$ cat src/hw/rtl/spm_pkg.sv
`timescale 1ns / 1ps
`default_nettype none
// ----------------------------------------------------------------------------
// spm_pkg
// shared types and constants of the sparse polynomial multiplier
// ----------------------------------------------------------------------------
package spm_pkg;

  localparam int unsigned MaxTermsDef = 8;
  localparam int unsigned ExpBitsDef  = 8;

  localparam int unsigned CoeffW    = 16;
  localparam int unsigned ExpInW    = 8;
  localparam int unsigned ProdW     = 32;
  localparam int unsigned SumCoeffW = 40;
  localparam int unsigned SumExpW   = 9;
  localparam int unsigned InDataW   = 24;
  localparam int unsigned OutDataW  = 56;

  typedef enum logic [1:0] {
    OP_LOAD_FIRST  = 2'd0,
    OP_LOAD_SECOND = 2'd1,
    OP_MULTIPLY    = 2'd2,
    OP_CLEAR       = 2'd3
  } spm_op_e;

  typedef struct packed {
    logic load_first;
    logic load_second;
    logic clear;
    logic mul;
    logic rd_en;
    logic wr_en;
    logic wr_merge;
    logic best_clr;
    logic best_upd;
    logic thresh_rst;
    logic out_load;
    logic out_empty;
    logic out_last;
  } spm_cmd_t;

  typedef struct packed {
    logic same_exp;
    logic better;
  } spm_status_t;

endpackage

`default_nettype wire

$ cat src/hw/rtl/sparse_polynomial_multiply.sv
`timescale 1ns / 1ps
`default_nettype none
// ----------------------------------------------------------------------------
// sparse_polynomial_multiply
// multiplies two sparse polynomials held in term stores, emits merged terms
// ----------------------------------------------------------------------------
// input transactions carry an opcode in tuser: load a term of the first or
// second polynomial, multiply, or clear. loads and clear keep the controller idle.
// a multiply walks every term pair through a registered multiplier and a
// linear merge scan of the sum memory, then picks the merged terms out in
// descending exponent order, one full scan of the memory per term, so the
// memory read port sets the rate. the last term carries tlast; with an empty
// operand one term flagged empty is offered, also carrying tlast.
// terms wait in the output register while the receiver stalls; the
// controller holds and takes no new transaction until the multiply ends.
// reset empties both stores and clears the dropped flag; the sum memory
// is not cleared, as only entries written during a multiply are read.
// ----------------------------------------------------------------------------
module sparse_polynomial_multiply import spm_pkg::*; #(
  parameter int unsigned MAX_TERMS = MaxTermsDef,
  parameter int unsigned EXP_BITS  = ExpBitsDef
) (
  input  wire                 clk_i,
  input  wire                 rst_ni,
  input  wire                 s_axis_tvalid,
  output logic                s_axis_tready,
  input  wire  [InDataW-1:0]  s_axis_tdata,  // term_coeff, term_exponent
  input  wire  [1:0]          s_axis_tuser,  // opcode
  output logic                m_axis_tvalid,
  input  wire                 m_axis_tready,
  output logic [OutDataW-1:0] m_axis_tdata,  // product_coeff, product_exponent
  output logic                m_axis_tlast,  // last_term
  output logic [1:0]          m_axis_tuser   // product_empty, terms_dropped
);

  localparam int unsigned SumDepth = MAX_TERMS * MAX_TERMS;
  localparam int unsigned IdxW     = (MAX_TERMS > 1) ? $clog2(MAX_TERMS) : 1;
  localparam int unsigned TCntW    = $clog2(MAX_TERMS + 1);
  localparam int unsigned SAddrW   = (SumDepth > 1) ? $clog2(SumDepth) : 1;

  spm_cmd_t          cmd;
  spm_status_t       status;
  logic [TCntW-1:0]  first_cnt, second_cnt;
  logic [IdxW-1:0]   idx_first, idx_second;
  logic [SAddrW-1:0] sum_addr;

  spm_ctrl #(
    .MAX_TERMS(MAX_TERMS)
  ) u_ctrl (
    .clk_i       (clk_i),
    .rst_ni      (rst_ni),
    .in_valid_i  (s_axis_tvalid),
    .in_ready_o  (s_axis_tready),
    .in_op_i     (s_axis_tuser),
    .out_valid_o (m_axis_tvalid),
    .out_ready_i (m_axis_tready),
    .cmd_o       (cmd),
    .status_i    (status),
    .first_cnt_i (first_cnt),
    .second_cnt_i(second_cnt),
    .idx_first_o (idx_first),
    .idx_second_o(idx_second),
    .sum_addr_o  (sum_addr)
  );

  spm_dp #(
    .MAX_TERMS(MAX_TERMS),
    .EXP_BITS (EXP_BITS)
  ) u_dp (
    .clk_i       (clk_i),
    .rst_ni      (rst_ni),
    .cmd_i       (cmd),
    .status_o    (status),
    .in_coeff_i  (s_axis_tdata[CoeffW-1:0]),
    .in_exp_i    (s_axis_tdata[CoeffW+ExpInW-1:CoeffW]),
    .idx_first_i (idx_first),
    .idx_second_i(idx_second),
    .sum_addr_i  (sum_addr),
    .first_cnt_o (first_cnt),
    .second_cnt_o(second_cnt),
    .out_data_o  (m_axis_tdata),
    .out_last_o  (m_axis_tlast),
    .out_user_o  (m_axis_tuser)
  );

`ifndef SYNTHESIS
  a_no_overwrite: assert property (@(posedge clk_i) disable iff (!rst_ni)
    cmd.out_load |-> (!m_axis_tvalid || m_axis_tready))
    else $error("output register overwritten while stalled");

  a_empty_is_last: assert property (@(posedge clk_i) disable iff (!rst_ni)
    m_axis_tvalid && m_axis_tuser[0] |-> m_axis_tlast)
    else $error("empty product without last marker");

  a_idle_on_accept: assert property (@(posedge clk_i) disable iff (!rst_ni)
    s_axis_tvalid && s_axis_tready |-> !cmd.rd_en && !cmd.wr_en && !cmd.out_load)
    else $error("transaction accepted while a multiply is running");

  a_load_counts: assert property (@(posedge clk_i) disable iff (!rst_ni)
    first_cnt <= TCntW'(MAX_TERMS) && second_cnt <= TCntW'(MAX_TERMS))
    else $error("term count beyond capacity");
`endif

endmodule

`default_nettype wire

$ cat src/hw/rtl/spm_dp.sv
`timescale 1ns / 1ps
`default_nettype none
// ----------------------------------------------------------------------------
// spm_dp
// datapath: term stores, multiplier, sum memory, selection and output register
// ----------------------------------------------------------------------------
module spm_dp import spm_pkg::*; #(
  parameter int unsigned MAX_TERMS = MaxTermsDef,
  parameter int unsigned EXP_BITS  = ExpBitsDef,
  localparam int unsigned SumDepth = MAX_TERMS * MAX_TERMS,
  localparam int unsigned IdxW     = (MAX_TERMS > 1) ? $clog2(MAX_TERMS) : 1,
  localparam int unsigned TCntW    = $clog2(MAX_TERMS + 1),
  localparam int unsigned SAddrW   = (SumDepth > 1) ? $clog2(SumDepth) : 1
) (
  input  wire                 clk_i,
  input  wire                 rst_ni,
  input  spm_cmd_t            cmd_i,
  output spm_status_t         status_o,
  input  wire  [CoeffW-1:0]   in_coeff_i,
  input  wire  [ExpInW-1:0]   in_exp_i,
  input  wire  [IdxW-1:0]     idx_first_i,
  input  wire  [IdxW-1:0]     idx_second_i,
  input  wire  [SAddrW-1:0]   sum_addr_i,
  output logic [TCntW-1:0]    first_cnt_o,
  output logic [TCntW-1:0]    second_cnt_o,
  output logic [OutDataW-1:0] out_data_o,
  output logic                out_last_o,
  output logic [1:0]          out_user_o
);

  localparam int unsigned StExpW = (EXP_BITS < ExpInW) ? EXP_BITS : ExpInW;

  logic signed [CoeffW-1:0]    first_coeff_q  [MAX_TERMS];
  logic        [StExpW-1:0]    first_exp_q    [MAX_TERMS];
  logic signed [CoeffW-1:0]    second_coeff_q [MAX_TERMS];
  logic        [StExpW-1:0]    second_exp_q   [MAX_TERMS];
  logic        [TCntW-1:0]     first_cnt_q, second_cnt_q;
  logic                        dropped_q;

  logic signed [ProdW-1:0]     prod_coeff_q;
  logic        [SumExpW-1:0]   prod_exp_q;

  logic        [SumCoeffW-1:0] sum_coeff_mem [SumDepth];
  logic        [SumExpW-1:0]   sum_exp_mem   [SumDepth];
  logic        [SumCoeffW-1:0] rd_coeff_q;
  logic        [SumExpW-1:0]   rd_exp_q;
  logic        [SumCoeffW-1:0] wr_coeff;
  logic        [SumCoeffW-1:0] prod_ext;

  logic        [SumCoeffW-1:0] best_coeff_q;
  logic        [SumExpW-1:0]   best_exp_q;
  logic                        best_vld_q;
  logic        [SumExpW:0]     thresh_q;

  assign first_cnt_o  = first_cnt_q;
  assign second_cnt_o = second_cnt_q;

  assign prod_ext = SumCoeffW'(prod_coeff_q);
  assign wr_coeff = cmd_i.wr_merge ? rd_coeff_q + prod_ext : prod_ext;

  assign status_o.same_exp = (rd_exp_q == prod_exp_q);
  assign status_o.better   = ({1'b0, rd_exp_q} < thresh_q) &&
                             (!best_vld_q || (rd_exp_q > best_exp_q));

  // term stores and counts
  always_ff @(posedge clk_i or negedge rst_ni) begin
    if (!rst_ni) begin
      first_cnt_q  <= '0;
      second_cnt_q <= '0;
      dropped_q    <= 1'b0;
    end else if (cmd_i.clear) begin
      first_cnt_q  <= '0;
      second_cnt_q <= '0;
      dropped_q    <= 1'b0;
    end else if (cmd_i.load_first) begin
      if (first_cnt_q < TCntW'(MAX_TERMS)) begin
        first_cnt_q <= first_cnt_q + 1'b1;
      end else begin
        dropped_q <= 1'b1;
      end
    end else if (cmd_i.load_second) begin
      if (second_cnt_q < TCntW'(MAX_TERMS)) begin
        second_cnt_q <= second_cnt_q + 1'b1;
      end else begin
        dropped_q <= 1'b1;
      end
    end
  end

  always_ff @(posedge clk_i) begin
    if (cmd_i.load_first && (first_cnt_q < TCntW'(MAX_TERMS))) begin
      first_coeff_q[first_cnt_q[IdxW-1:0]] <= in_coeff_i;
      first_exp_q[first_cnt_q[IdxW-1:0]]   <= in_exp_i[StExpW-1:0];
    end
    if (cmd_i.load_second && (second_cnt_q < TCntW'(MAX_TERMS))) begin
      second_coeff_q[second_cnt_q[IdxW-1:0]] <= in_coeff_i;
      second_exp_q[second_cnt_q[IdxW-1:0]]   <= in_exp_i[StExpW-1:0];
    end
    if (cmd_i.mul) begin
      prod_coeff_q <= first_coeff_q[idx_first_i] * second_coeff_q[idx_second_i];
      prod_exp_q   <= SumExpW'(first_exp_q[idx_first_i]) +
                      SumExpW'(second_exp_q[idx_second_i]);
    end
  end

  // sum memory
  always_ff @(posedge clk_i) begin
    if (cmd_i.wr_en) begin
      sum_coeff_mem[sum_addr_i] <= wr_coeff;
      sum_exp_mem[sum_addr_i]   <= prod_exp_q;
    end
    if (cmd_i.rd_en) begin
      rd_coeff_q <= sum_coeff_mem[sum_addr_i];
      rd_exp_q   <= sum_exp_mem[sum_addr_i];
    end
  end

  // selection of the next highest exponent
  always_ff @(posedge clk_i or negedge rst_ni) begin
    if (!rst_ni) begin
      best_vld_q <= 1'b0;
      thresh_q   <= '0;
    end else begin
      if (cmd_i.best_clr) begin
        best_vld_q <= 1'b0;
      end else if (cmd_i.best_upd) begin
        best_vld_q <= 1'b1;
      end
      if (cmd_i.thresh_rst) begin
        thresh_q <= {1'b1, {SumExpW{1'b0}}};
      end else if (cmd_i.out_load && !cmd_i.out_empty) begin
        thresh_q <= {1'b0, best_exp_q};
      end
    end
  end

  always_ff @(posedge clk_i) begin
    if (cmd_i.best_upd) begin
      best_coeff_q <= rd_coeff_q;
      best_exp_q   <= rd_exp_q;
    end
  end

  // output register
  always_ff @(posedge clk_i) begin
    if (cmd_i.out_load) begin
      if (cmd_i.out_empty) begin
        out_data_o <= '0;
        out_last_o <= 1'b1;
      end else begin
        out_data_o <= {{(OutDataW - SumExpW - SumCoeffW){1'b0}}, best_exp_q, best_coeff_q};
        out_last_o <= cmd_i.out_last;
      end
      out_user_o <= {dropped_q, cmd_i.out_empty};
    end
  end

endmodule

`default_nettype wire

$ cat src/hw/rtl/spm_ctrl.sv
`timescale 1ns / 1ps
`default_nettype none
// ----------------------------------------------------------------------------
// spm_ctrl
// controller: command decode, pair walk, merge scan and ordered emission
// ----------------------------------------------------------------------------
module spm_ctrl import spm_pkg::*; #(
  parameter int unsigned MAX_TERMS = MaxTermsDef,
  localparam int unsigned SumDepth = MAX_TERMS * MAX_TERMS,
  localparam int unsigned IdxW     = (MAX_TERMS > 1) ? $clog2(MAX_TERMS) : 1,
  localparam int unsigned TCntW    = $clog2(MAX_TERMS + 1),
  localparam int unsigned SAddrW   = (SumDepth > 1) ? $clog2(SumDepth) : 1,
  localparam int unsigned SCntW    = $clog2(SumDepth + 1)
) (
  input  wire               clk_i,
  input  wire               rst_ni,
  input  wire               in_valid_i,
  output logic              in_ready_o,
  input  wire  [1:0]        in_op_i,
  output logic              out_valid_o,
  input  wire               out_ready_i,
  output spm_cmd_t          cmd_o,
  input  spm_status_t       status_i,
  input  wire  [TCntW-1:0]  first_cnt_i,
  input  wire  [TCntW-1:0]  second_cnt_i,
  output logic [IdxW-1:0]   idx_first_o,
  output logic [IdxW-1:0]   idx_second_o,
  output logic [SAddrW-1:0] sum_addr_o
);

  typedef enum logic [2:0] {
    ST_IDLE, ST_PROD, ST_SCAN_RD, ST_SCAN_CHK, ST_SEL_RD, ST_SEL_CHK, ST_EMIT, ST_EMPTY
  } state_e;

  state_e         state_q;
  logic [IdxW-1:0]  i_q, j_q;
  logic [SCntW-1:0] k_q, n_q, emit_q;
  logic           accept, slot_free, last_j, last_i, emit_last;
  spm_op_e        op;

  assign op           = spm_op_e'(in_op_i);
  assign in_ready_o   = (state_q == ST_IDLE);
  assign accept       = in_valid_i && in_ready_o;
  assign slot_free    = !out_valid_o || out_ready_i;
  assign last_j       = (TCntW'(j_q) + 1'b1 == second_cnt_i);
  assign last_i       = (TCntW'(i_q) + 1'b1 == first_cnt_i);
  assign emit_last    = (emit_q + 1'b1 == n_q);
  assign idx_first_o  = i_q;
  assign idx_second_o = j_q;
  assign sum_addr_o   = k_q[SAddrW-1:0];

  always_comb begin
    cmd_o = '0;
    unique case (state_q)
      ST_IDLE: begin
        if (accept) begin
          unique case (op)
            OP_LOAD_FIRST:  cmd_o.load_first  = 1'b1;
            OP_LOAD_SECOND: cmd_o.load_second = 1'b1;
            OP_MULTIPLY:    cmd_o.thresh_rst  = 1'b1;
            OP_CLEAR:       cmd_o.clear       = 1'b1;
            default:        cmd_o.clear       = 1'b0;
          endcase
        end
      end
      ST_PROD: cmd_o.mul = 1'b1;
      ST_SCAN_RD: begin
        if (k_q == n_q) begin
          cmd_o.wr_en = 1'b1;
        end else begin
          cmd_o.rd_en = 1'b1;
        end
      end
      ST_SCAN_CHK: begin
        cmd_o.wr_en    = status_i.same_exp;
        cmd_o.wr_merge = status_i.same_exp;
      end
      ST_SEL_RD: begin
        cmd_o.best_clr = (k_q == '0);
        cmd_o.rd_en    = (k_q != n_q);
      end
      ST_SEL_CHK: cmd_o.best_upd = status_i.better;
      ST_EMIT: begin
        cmd_o.out_load = slot_free;
        cmd_o.out_last = emit_last;
      end
      ST_EMPTY: begin
        cmd_o.out_load  = slot_free;
        cmd_o.out_empty = 1'b1;
      end
      default: cmd_o = '0;
    endcase
  end

  always_ff @(posedge clk_i or negedge rst_ni) begin
    if (!rst_ni) begin
      state_q     <= ST_IDLE;
      i_q         <= '0;
      j_q         <= '0;
      k_q         <= '0;
      n_q         <= '0;
      emit_q      <= '0;
      out_valid_o <= 1'b0;
    end else begin
      if (cmd_o.out_load) begin
        out_valid_o <= 1'b1;
      end else if (out_ready_i) begin
        out_valid_o <= 1'b0;
      end
      unique case (state_q)
        ST_IDLE: begin
          if (accept && (op == OP_MULTIPLY)) begin
            i_q    <= '0;
            j_q    <= '0;
            n_q    <= '0;
            emit_q <= '0;
            if ((first_cnt_i == '0) || (second_cnt_i == '0)) begin
              state_q <= ST_EMPTY;
            end else begin
              state_q <= ST_PROD;
            end
          end
        end
        ST_PROD: begin
          k_q     <= '0;
          state_q <= ST_SCAN_RD;
        end
        ST_SCAN_RD, ST_SCAN_CHK: begin
          if ((state_q == ST_SCAN_RD) && (k_q != n_q)) begin
            state_q <= ST_SCAN_CHK;
          end else if ((state_q == ST_SCAN_CHK) && !status_i.same_exp) begin
            k_q     <= k_q + 1'b1;
            state_q <= ST_SCAN_RD;
          end else begin
            if (state_q == ST_SCAN_RD) begin
              n_q <= n_q + 1'b1;
            end
            if (last_j) begin
              j_q <= '0;
              if (last_i) begin
                k_q     <= '0;
                state_q <= ST_SEL_RD;
              end else begin
                i_q     <= i_q + 1'b1;
                state_q <= ST_PROD;
              end
            end else begin
              j_q     <= j_q + 1'b1;
              state_q <= ST_PROD;
            end
          end
        end
        ST_SEL_RD: begin
          state_q <= (k_q == n_q) ? ST_EMIT : ST_SEL_CHK;
        end
        ST_SEL_CHK: begin
          k_q     <= k_q + 1'b1;
          state_q <= ST_SEL_RD;
        end
        ST_EMIT: begin
          if (slot_free) begin
            emit_q <= emit_q + 1'b1;
            k_q    <= '0;
            state_q <= emit_last ? ST_IDLE : ST_SEL_RD;
          end
        end
        ST_EMPTY: begin
          if (slot_free) begin
            state_q <= ST_IDLE;
          end
        end
        default: state_q <= ST_IDLE;
      endcase
    end
  end

endmodule

`default_nettype wire

$ cat config.mk
export PLATFORM = sky130hd
export DESIGN_NAME = sparse_polynomial_multiply
export DESIGN_NICKNAME = d
export VERILOG_FILES = /design/src/hw/rtl/spm_pkg.sv /design/src/hw/rtl/sparse_polynomial_multiply.sv /design/src/hw/rtl/spm_dp.sv /design/src/hw/rtl/spm_ctrl.sv
export SDC_FILE = /design/constraint.sdc
export NUM_CORES = 2
export LEC_CHECK = 0
export BUFFER_PORTS_ARGS = -buffer_cell sky130_fd_sc_hd__buf_2
export CORE_MARGIN = 1.5
export CORE_UTILIZATION = 63
export DETAILED_ROUTE_END_ITERATION = 8
export HOLD_SLACK_MARGIN = 0.03
export PLACE_DENSITY_LB_ADDON = 0.08
export SLEW_MARGIN = 5
export SYNTH_ARGS = -nofsm -noshare
export SYNTH_HDL_FRONTEND = slang
export SYNTH_SLANG_ARGS = --single-unit
$ cat constraint.sdc
create_clock -name clk_i -period 9.65 [get_ports clk_i]
set_input_delay 1.4475 -clock clk_i [delete_from_list [all_inputs] [get_ports clk_i]]
set_output_delay 1.4475 -clock clk_i [all_outputs]
set_load 0.05 [all_outputs]
* Word-level counts from Yosys, hierarchy flattened
Memory sizes are Yosys's and may differ from the RTL's. A register that Yosys moved wholly into a read port is not among the register bits.
Index checks and enable logic that the tools add are counted.
** Cells by class
- Add/sub/neg operators :: 11
- Multiply operators :: 1
- Magnitude comparators :: 4
- Equal/unequal tests :: 29
- Muxes and demuxes :: 78
- Reductions and logical operators :: 42
** Operators with widths (number)
- two-way mux 7 bit :: 10
- two-way mux 3 bit :: 19
- adder 40 bit :: 1
- two-way mux 40 bit :: 1
- multiplier 16 x 16 -> 32 bit :: 1
- two-way mux 1 bit :: 30
- two-way mux 4 bit :: 7
- one-hot mux 7 bit (2 select lines) :: 2
- one-hot mux 7 bit (4 select lines) :: 1
- adder 7 x 1 -> 7 bit, second input constant :: 3
- one-hot mux 3 bit (7 select lines) :: 1
- two-way mux 10 bit :: 2
- nonzero test 2 bit :: 9
- equality test 7 bit :: 2
- equality test 3 bit, second input constant :: 4
- one-hot mux 3 bit (2 select lines) :: 2
- AND reduction 3 bit :: 4
- < comparator 9 x 10 -> 1 bit :: 1
- != test 2 bit, second input constant :: 5
- AND reduction 5 bit :: 2
- adder 8 x 8 -> 9 bit :: 1
- equality test 9 bit :: 1
- > comparator 9 bit :: 1
- adder 3 x 1 -> 4 bit, second input constant :: 2
- other kinds (28) :: 53
** Word-level totals
- Flip-flop bits (word level) :: 200
- Bits in writable memories :: 3520
- Input port bits :: 30
- Output and inout bits :: 61
- Logic and storage cells :: 191
- Memories :: 6
** Memory list
- u_dp.sum_coeff_mem :: words 64, width 40, read ports 1, clocked after Yosys merged registers in 1, write ports 1, RTL line spm_dp.sv:43 : logic [SumCoeffW-1:0] sum_coeff_mem [SumDepth];
- u_dp.sum_exp_mem :: words 64, width 9, read ports 1, clocked after Yosys merged registers in 1, write ports 1, RTL line spm_dp.sv:44 : logic [SumExpW-1:0] sum_exp_mem [SumDepth];
- u_dp.first_coeff_q :: words 8, width 16, read ports 1, clocked after Yosys merged registers in 0, write ports 1, RTL line spm_dp.sv:33 : logic signed [CoeffW-1:0] first_coeff_q [MAX_TERMS];
- u_dp.second_coeff_q :: words 8, width 16, read ports 1, clocked after Yosys merged registers in 0, write ports 1, RTL line spm_dp.sv:35 : logic signed [CoeffW-1:0] second_coeff_q [MAX_TERMS];
- u_dp.first_exp_q :: words 8, width 8, read ports 1, clocked after Yosys merged registers in 0, write ports 1, RTL line spm_dp.sv:34 : logic [StExpW-1:0] first_exp_q [MAX_TERMS];
- u_dp.second_exp_q :: words 8, width 8, read ports 1, clocked after Yosys merged registers in 0, write ports 1, RTL line spm_dp.sv:36 : logic [StExpW-1:0] second_exp_q [MAX_TERMS];

* Logic depth before layout (Yosys ltp)
- Depth in word-level cells :: 7
- Depth in mapped cells :: 29
- Mapped depth without buffers :: 25

* Cells and area by module
Synthesis repeated with hierarchy kept, for this count alone.
** Second synthesis, totals
- Cell total of the unflattened synthesis :: 8508
- Area total of the unflattened synthesis :: 148900.3 µm²
** By module, submodules not included
- spm_dp :: times used 1, cells an instance 8241, area each 146523.0 µm², seq. area each 111937.4 µm²
- spm_ctrl :: times used 1, cells an instance 267, area each 2377.3 µm², seq. area each 775.7 µm²

* Worst setup path before layout
OpenSTA, ideal clock, no wires.
- Path type :: register to register
- From :: reg u_ctrl.j_q[0], in the netlist u_ctrl.idx_second_o[0]
- To :: reg u_dp.prod_coeff_q[25] (data pin)
- Setup time :: 0.260 ns
- Arrival :: 6.899 ns
- Required time :: 9.390 ns
- Slack :: 2.490 ns
- Stages on the path, launching flop included :: 26
- Buffers on the path :: 3
- Clock period less this slack :: 7.160 ns
- Cell sequence :: dfrtp_1 clkbuf_1 buf_2 mux4_2 mux2i_1 clkbuf_1 nor2_1 fa_1 inv_1 fa_1 fa_1 fa_1 inv_1 fa_1 inv_1 fa_1 inv_1 ha_1 o21ai_0 nand2b_1 a21oi_1 nor3_2 a31oi_1 nor4_2 o2111a_1 nor3_1
** On the way
- Word-level cells in the longest chain between the ends :: 2
** RTL lines
- from (decl) :: RTL line spm_ctrl.sv:36 : logic [IdxW-1:0] i_q, j_q;
- from (signal assigned) :: RTL line spm_ctrl.sv:148 : j_q <= j_q + 1'b1;
- memory (8 x 16 bit)
- multiplier 16 x 16 -> 32 bit :: RTL line spm_dp.sv:100 : prod_coeff_q <= first_coeff_q[idx_first_i] * second_coeff_q[idx_second_i];
- to (signal assigned) :: RTL line spm_dp.sv:100
- to (decl) :: RTL line spm_dp.sv:40 : logic signed [ProdW-1:0] prod_coeff_q;
Every way passes these cells.
A chain may end at the register's enable or synchronous reset.

* Worst setup path in the final report
- From :: reg u_ctrl.i_q[1], in the netlist u_ctrl.idx_first_o[1]
- To :: reg u_dp.prod_coeff_q[25] (data pin)
** On the way
- Word-level cells in the longest chain between the ends :: 2
** RTL lines
- from (decl) :: RTL line spm_ctrl.sv:36
- from (signal assigned) :: RTL line spm_ctrl.sv:144 : i_q <= i_q + 1'b1;
- memory (8 x 16 bit)
- multiplier 16 x 16 -> 32 bit :: RTL line spm_dp.sv:100
Every way passes these cells.

==> run summary <==
gpl congestion: 0.882
Post-synth EDFFs: 3711
mapped cell area: 149000 um2
slew margin rel.: 0.0880
Yosys cell types: 81
crit end category: flip-flop
outcome: complete, no violations
final WL: 449 mm
Final Max Slew Viols: 0
die width: 489 um
Clk pin slew, worst setup/hold paths: 0.06 ns
DR pass1 iterations: 6
cell repeated most along the worst path: fa_1
crit share post-route: 0.818
Worst Path Buf+Inv: 5
mean post-synth cell area: 17.3 um2
Final nets: 9295
CORE AREA: 235000 um2
RSZ-0062 raised after global routing: no
# clock sinks: 3762
Die Footprint: 239000 um2
worst-margin pin slew: 1.37 ns
PortBufs: 83
hold buffer count at CTS: 0
commonest cells in the netlist: 3711 x edfxtp_1, 1247 x a22oi_1, 339 x clkbuf_1
number of global-route vias before repair: 85300
number of antenna violations at the first check in global routing: 15
minimum clock period: 7.90 ns
pin count of the biggest net entering global routing: 116
residual DRC count: 0
sequential fraction of the synthesis area: 0.757
CTS Root Cell: clkbuf_16
Required @ worst endpoint: 10.36 ns
area share of the leading cell type in the synthesized netlist: 0.749
Iteration-0 DRC Markers: 14800
max incr delay on CP: 0.81 ns
number of setup buffers added after CTS: 0
Final Hold Fails: 0
first-pass GRT wire length: 628 mm
I/O Pins: 91
Gates resized, CTS repair: 0
HP Class: reg -> reg
CP Cell Sequence: buf_4 -> mux4_2 -> nand2_1 -> and2_1 -> nor2_1 -> fa_1 -> inv_1 -> fa_1 -> fa_1 -> fa_1 -> inv_1 -> fa_1 -> inv_1 -> fa_1 -> inv_1 -> ha_1 -> o21ai_0 -> nand2b_1 -> a21oi_1 -> nor3_2 -> a31oi_1 -> nor4_2 -> o2111a_1 -> nor3_1
Synth Warn #: 0
worst path arrival time: 8.60 ns
GRT Total Usage: 0.375
CTS max path bufs: 4
Worst path slowest cell: dfrtp_2
CTS tree: yes
layout cells sized above 1: 0.127
Area Growth Syn to Fin: 11.7%
drt wl/cell: 36.6 um
most common cell in the netlist: edfxtp_1
Post-synth top flop: edfxtp_1
Skew-Pair Late Insertion Delay: 1.02 ns
asr flop ratio synth: 0.0136
vias per cell: 7.20
final HPWL from detailed placement: 248 mm
register bit total from synthesis: 3762
total grt overflow: 0
Crit Path Class: reg -> reg
setup TNS: 0 ns
Setup Skew: 0.102 ns
via count: 88400
TritonCTS Buffers: 380
Crit Path Max Fanout: 27
Fmax: 0.127 GHz
Routed Antenna Nets: 0
Cells after Synth: 8617
H-tree depth: 5
CP Launch Type: flip-flop
final setup fails: 0
number of max-cap violations: 0
Top Family by Delay on Critical Path: adder cells
row cnt: 178
cell taking the most area after synthesis: edfxtp_1
ranking of synthesized cells by area: edfxtp_1 75%, a22oi_1 6.3%, fa_1 3.6%
initial core utilization: 0.633
Die Ht: 489 um
-- path summary, 6_finish.rpt --
kind,to,slack [ns],cells after the start,start
max,u_dp.prod_coeff_q[25],1.75,24,u_ctrl.idx_first_o[1]
min reg2reg,u_dp.thresh_q[9],0.49,2,u_dp.thresh_q[9]
min,u_dp.thresh_q[9],0.49,2,u_dp.thresh_q[9]
max reg2reg,u_dp.prod_coeff_q[25],1.75,24,u_ctrl.idx_first_o[1]
max in group asynchronous,u_ctrl.idx_second_o[0],8.40,2,rst_ni
min in group asynchronous,u_ctrl.state_q[1],0.65,2,rst_ni
-- sequential cells by signal, indices dropped and copies added (netlist names), 49 cells and up --
| signal | flops |
|---|---|
| u_dp.sum_coeff_mem | 2560 |
| u_dp.second_exp_q | 64 |
| u_dp.sum_exp_mem | 576 |
| u_dp.second_coeff_q | 128 |
| u_dp.first_exp_q | 64 |
| u_dp.first_coeff_q | 128 |
| u_dp.out_data_o | 49 |
-- cell families after synthesis --
family	synth area share
DFF	0.757
AOI/OAI and AO/OA	0.113
and+or+nand+nor	0.0348
buffers and inverters	0.0222
adders and majority gates	0.0486
muxes	0.0172
xor gates and xnor gates	0.00657
other	0.0000252
-- metrics by stage --
step           hold slack [ns]   util  setup slack, ns  cells  area, um2
3_3_place_gp             0.462  0.657             1.94  11600     154000
5_1_grt                  0.523  0.707             1.42  12300     166000
2_1_floorplan            0.433      -             2.49   8623     149000
4_1_cts                  0.487  0.707             1.78  12300     166000
6_report                 0.488  0.707             1.75  12300     166000
3_5_place_dp             0.468  0.657             1.79  11600     154000
-- cell usage in the layout (no fill, tap or decap), types with 30 or more instances in the layout --
master,count
xor2_1,45
inv_1,334
bufinv_16,33
nand2_1,301
buf_2,83
nor2_1,192
clkbuf_1,80
a22o_1,164
buf_4,248
fa_1,264
a221oi_1,162
a41oi_1,124
clkbuf_16,384
edfxtp_1,3711
nor4_1,39
o21ai_4,30
and2_1,69
a21o_1,46
o21ai_0,60
dfrtp_1,47
clkinv_1,76
ha_1,156
nand4_1,152
a21oi_1,198
nor2_4,67
clkinv_2,69
nand3_1,78
mux4_2,96
xnor2_1,61
a22oi_1,1247
a31oi_1,147
-- layout make-up --
class | instances | area (um2)
Sequential cell | 3762 | 113000
Clock inverter | 205 | 1860
Antenna cell | 5 | 12.5
Multi-Input combinational cell | 4017 | 33900
Clock buffer | 466 | 9940
Timing Repair Buffer | 347 | 2600
Fill cell | 14600 | 68800
Tap cell | 3150 | 3940
Inverter | 337 | 1260
-- worst reg2reg max path: cells and delay by family (launching register included) --
kind                       cells  cell delay (ns)
adders and majority gates      7             3.40
and+or+nand+nor                7             1.70
DFF                            1             0.81
buffers and inverters          5             0.69
AOI/OAI and AO/OA              4             0.68
muxes                          1             0.37
-- routing by layer --
metal  global-route usage  vias to the layer above  part of all wire
met3               0.0932                     1115              0.14
met4                0.159                       16             0.049
met1                0.542                    45000              0.36
met5                    0                        -           0.00037
met2                0.552                     7065              0.44
li1                     -                    35300                 -
Power is not shown: default switching activity piles up to over one toggle a cycle in this logic, so the estimate is an artifact.
